===== src/rtl/fsps_ram.sv =====
// generic simple dual port ram: one write port, one read port, registered read
// no dependencies
module fsps_ram #(
  parameter int WIDTH = 8,
  parameter int DEPTH = 256
) (
  input  logic                     clk,
  input  logic                     we,
  input  logic [$clog2(DEPTH)-1:0] wr_addr,
  input  logic [WIDTH-1:0]         wr_data,
  input  logic                     rd_en,
  input  logic [$clog2(DEPTH)-1:0] rd_addr,
  output logic [WIDTH-1:0]         rd_data
);

  logic [WIDTH-1:0] mem [DEPTH];

  always_ff @(posedge clk) begin
    if (we) begin
      mem[wr_addr] <= wr_data;
    end
    if (rd_en) begin
      rd_data <= mem[rd_addr];
    end
  end

endmodule


===== config.mk =====
export PLATFORM = sky130hd
export DESIGN_NAME = fsps_ram
export DESIGN_NICKNAME = d
export VERILOG_FILES = /design/src/rtl/fsps_ram.sv
export SDC_FILE = /design/constraint.sdc
export NUM_CORES = 2
export LEC_CHECK = 0
export BUFFER_PORTS_ARGS = -buffer_cell sky130_fd_sc_hd__clkbuf_2
export CORE_MARGIN = 3
export CORE_UTILIZATION = 55
export CTS_CLUSTER_SIZE = 30
export DETAILED_ROUTE_END_ITERATION = 10
export HOLD_SLACK_MARGIN = 0.02
export PLACE_DENSITY = 0.83
export SLEW_MARGIN = 15
export SYNTH_ARGS = -nofsm -noshare
export SYNTH_HDL_FRONTEND = slang
export SYNTH_SLANG_ARGS = --single-unit

===== constraint.sdc =====
create_clock -name clk -period 2 [get_ports clk]
set_input_delay 0.1 -clock clk [delete_from_list [all_inputs] [get_ports clk]]
set_output_delay 0.1 -clock clk [all_outputs]
set_load 0.01 [all_outputs]

==> results.sh <==
export IMPL_cp_slowest_cell="mux4_2"
export IMPL_crit_fanout=1
export IMPL_crit_start="mem[82][5]$_DFFE_PP_"
export IMPL_hold_path_startpoint="we"
export IMPL_clockBufferDepth=3
export IMPL_crit_type="flop to flop"
export IMPL_grt_usage_pct=29.79
export IMPL_post_place_ws_ps=-1252
export IMPL_yosysWarningCount=0
export IMPL_slew_headroom_pct=30.05
export IMPL_cp_num_buf_inv=2
export IMPL_failed_checks="setup timing"
export IMPL_cp_depth=8
export IMPL_final_core_util_pct=66.05
export IMPL_skew_ps=34.40
export IMPL_place_gp_congestion=0.9299
export IMPL_async_reset_ff_share_pct=0
export IMPL_crit_end="rd_data[5]$_DFFE_PP_"
export IMPL_critPathMostFrequentCell="buf_4"
export IMPL_maxCapViolations=0
export IMPL_synth_edf_count=2056
export IMPL_grt_max_degree=100
export IMPL_dr_pass1_iters=7
export IMPL_ir_drop_mv=0.9439
export IMPL_synth_area_leader_cell="edfxtp_1"
export IMPL_rsz0062_at_grt="true"
export IMPL_reg2reg_from="mem[82][5]$_DFFE_PP_"
export IMPL_routed_wl_um=225100
export IMPL_synth_cell_types=54
export IMPL_drv_slew=0
export IMPL_cts_tree="done"
export IMPL_synth_top_area_share_pct=77.53
export IMPL_netlist_instances=3733
export IMPL_cts_sinks=2056
export IMPL_core_rowCount=138
export IMPL_synth_area_leaders="edfxtp_1 (78%), mux4_2 (13%), mux2i_1 (1.7%)"
export IMPL_cts_made_buffers=191
export IMPL_hp_class="primary input to flop"
export IMPL_grt_ovfl_total=0
export IMPL_final_antenna_net_count=0
export IMPL_drt_wirelength_per_cell_um=34.51
export IMPL_post_drt_via_cell_ratio=6.913
export IMPL_leakage_nw=30.62
export IMPL_finalSetupViolations=8
export IMPL_worst_slew_pin_slew_ps=1045
export IMPL_start_kind="flop"
export IMPL_areaGrowthSynthToFinish_pct=18.29
export IMPL_path_cells="mux4_2 -> a22o_1 -> a221oi_2 -> buf_4 -> o32ai_1 -> nor3_1 -> buf_4 -> nor4_2"
export IMPL_grt_pass1_vias=45930
export IMPL_reg2reg_depth=8
export IMPL_drc=0
export IMPL_vias=45090
export IMPL_pin_count=35
export IMPL_layout_setup_ws_ps=-482.2
export IMPL_place_area_um2=87370
export IMPL_stdcell_area_um2=94200
export IMPL_synth_cell_area_um2=79640
export IMPL_core_area_um2=142600
export IMPL_dieArea_um2=149400
export IMPL_finalCritPeriodShare_pct=124.1
export IMPL_ys_ff_latch=2056
export IMPL_syn_nets=3760
export IMPL_status="complete, but fails checks"
export IMPL_arrival_ps=3060
export IMPL_hold_violations=0
export IMPL_yosysSeqAreaShare_pct=77.53
export IMPL_place_hpwl_um=132500
export IMPL_htree_levels=4
export IMPL_clk_latency_ps=840
export IMPL_drt_initial_drc_count=7459
export IMPL_worstSetupEndpointType="flop"
export IMPL_r2r_end="rd_data[5]$_DFFE_PP_"
export IMPL_die_y_um=386.5
export IMPL_post_cts_buffers=0
export IMPL_port_buffers=34
export IMPL_fmax_mhz=402.9
export IMPL_worstPathRequired_ps=2580
export IMPL_post_route_min_period_ps=2482
export IMPL_path_clk_slew_ps=70
export IMPL_power_density_nw_per_um2=947.4
export IMPL_antenna_found_initial=6
export IMPL_critical_path_max_stage_delay_ps=520
export IMPL_start_util_pct=55.84
export IMPL_nets=4492
export IMPL_rrSetupSlack_ps=-480
export IMPL_grt_pass1_wl_um=322600
export IMPL_root_buffer="clkbuf_16"
export IMPL_ys_flop_type="edfxtp_1"
export IMPL_die_w_um=386.5
export IMPL_critPathTopFamily="compound AO/OA/AOI/OAI gates"
export IMPL_drive_gt1_share_pct=33.96
export IMPL_syn_avg_cell_area_um2=21.33
cell type report:
cell class	count	area [um^2]
Sequential cell	2056	61740
Fill cell	8225	48420
Multi-Input combinational cell	1442	17030
Timing Repair Buffer	772	6880
Clock buffer	222	4896
Tap cell	1890	2365
Clock inverter	132	1274
Antenna cell	6	15.01
Inverter	2	7.507
placed cells by master, fill, tap and decap left out, drive strengths merged, types with 13 or more instances in the layout:
cell / synthesis / final
mux4: 456 / 456
nand2: 33 / 33
nor4: 27 / 27
a22oi: 133 / 133
o221ai: 47 / 47
nor2: 282 / 282
edfxtp: 2056 / 2056
a221oi: 14 / 14
buf: 122 / 729
o22ai: 28 / 28
mux2i: 134 / 134
nor2b: 31 / 31
nand3: 34 / 34
a211oi: 16 / 16
bufinv: 0 / 17
clkbuf: 111 / 251
nor3: 22 / 22
dlygate4sd3: 0 / 13
clkinv: 1 / 98
a21oi: 96 / 96
logic make-up after synthesis:
group	share of synthesized area (%)
buffers and inverters	1.829
and+or+nand+nor	2.625
AOI/OAI and AO/OA	3.416
DFF	77.53
muxes	14.60
metal layers:
| metal | share of wire, % | global-route usage [%] | routed length [um] | vias to the layer above |
|---|---|---|---|---|
| li1 | - | - | - | 17170 |
| met3 | 14 | 9.123 | 31780 | 941 |
| met1 | 32 | 37.43 | 71230 | 22610 |
| met4 | 6.6 | 15.38 | 14790 | 8 |
| met5 | 0.024 | 0 | 54 | - |
| met2 | 48 | 47.31 | 107200 | 4363 |
registers in the layout, summed over array words and instances (netlist names):
name     count
mem       2048
rd_data      8
metrics by stage:
step	hold slack (ps)	power (mW)	TNS (ps)	instances
final	83.37	89.25	-3066	6522
after global routing	83.26	91.04	-3397	6516
after CTS	37.27	88.97	-2748	6517
after detailed placement	609.1	53.41	-16930	6152
after global placement	583.6	53.22	-9755	6152
after floorplan	198.9	50.85	-370.7	3733
worst reg2reg max path, cell delays in order, from the launching register on:
cell,delay (ps)
edfxtp_1,370
mux4_2,520
a22o_1,280
a221oi_2,240
buf_4,210
o32ai_1,130
nor3_1,270
buf_4,180
nor4_2,40
worst min path at each step:
stage	to	slack [ps]	cells after the start
2_1_floorplan	mem[0][0]$_DFFE_PP_	200	0
3_3_place_gp	mem[69][4]$_DFFE_PP_	580	1
3_5_place_dp	mem[69][4]$_DFFE_PP_	610	1
4_1_cts	mem[204][4]$_DFFE_PP_	40	4
5_1_grt	mem[242][3]$_DFFE_PP_	80	3
6_report	mem[242][3]$_DFFE_PP_	80	3
where the power goes:
group          switching, mW  internal [mW]  total (mW)
combinational           3.27           2.14        5.41
sequential            0.0848           47.5        47.6
clock                   16.4           19.9        36.3
total                   19.7           69.5        89.2
cells in the mapped netlist, drive strengths merged (22+ instances only):
cell type / n
mux4: 456
o22ai: 28
mux2i: 134
nor2: 282
edfxtp: 2056
buf: 122
nand2: 33
nor4: 27
a22oi: 133
clkbuf: 111
nor3: 22
a21oi: 96
o221ai: 47
nor2b: 31
nand3: 34
timing repair:
action | CTS | global route
endpoints found under the setup margin | 8 | 55
hold buffers | 14 | 0
gates cloned | 0 | 0
pin swaps | 22 | 28
gates resized for setup | 56 | 36
endpoints found under the hold margin | 544 | 0
Power figures use the tool's default switching activity.
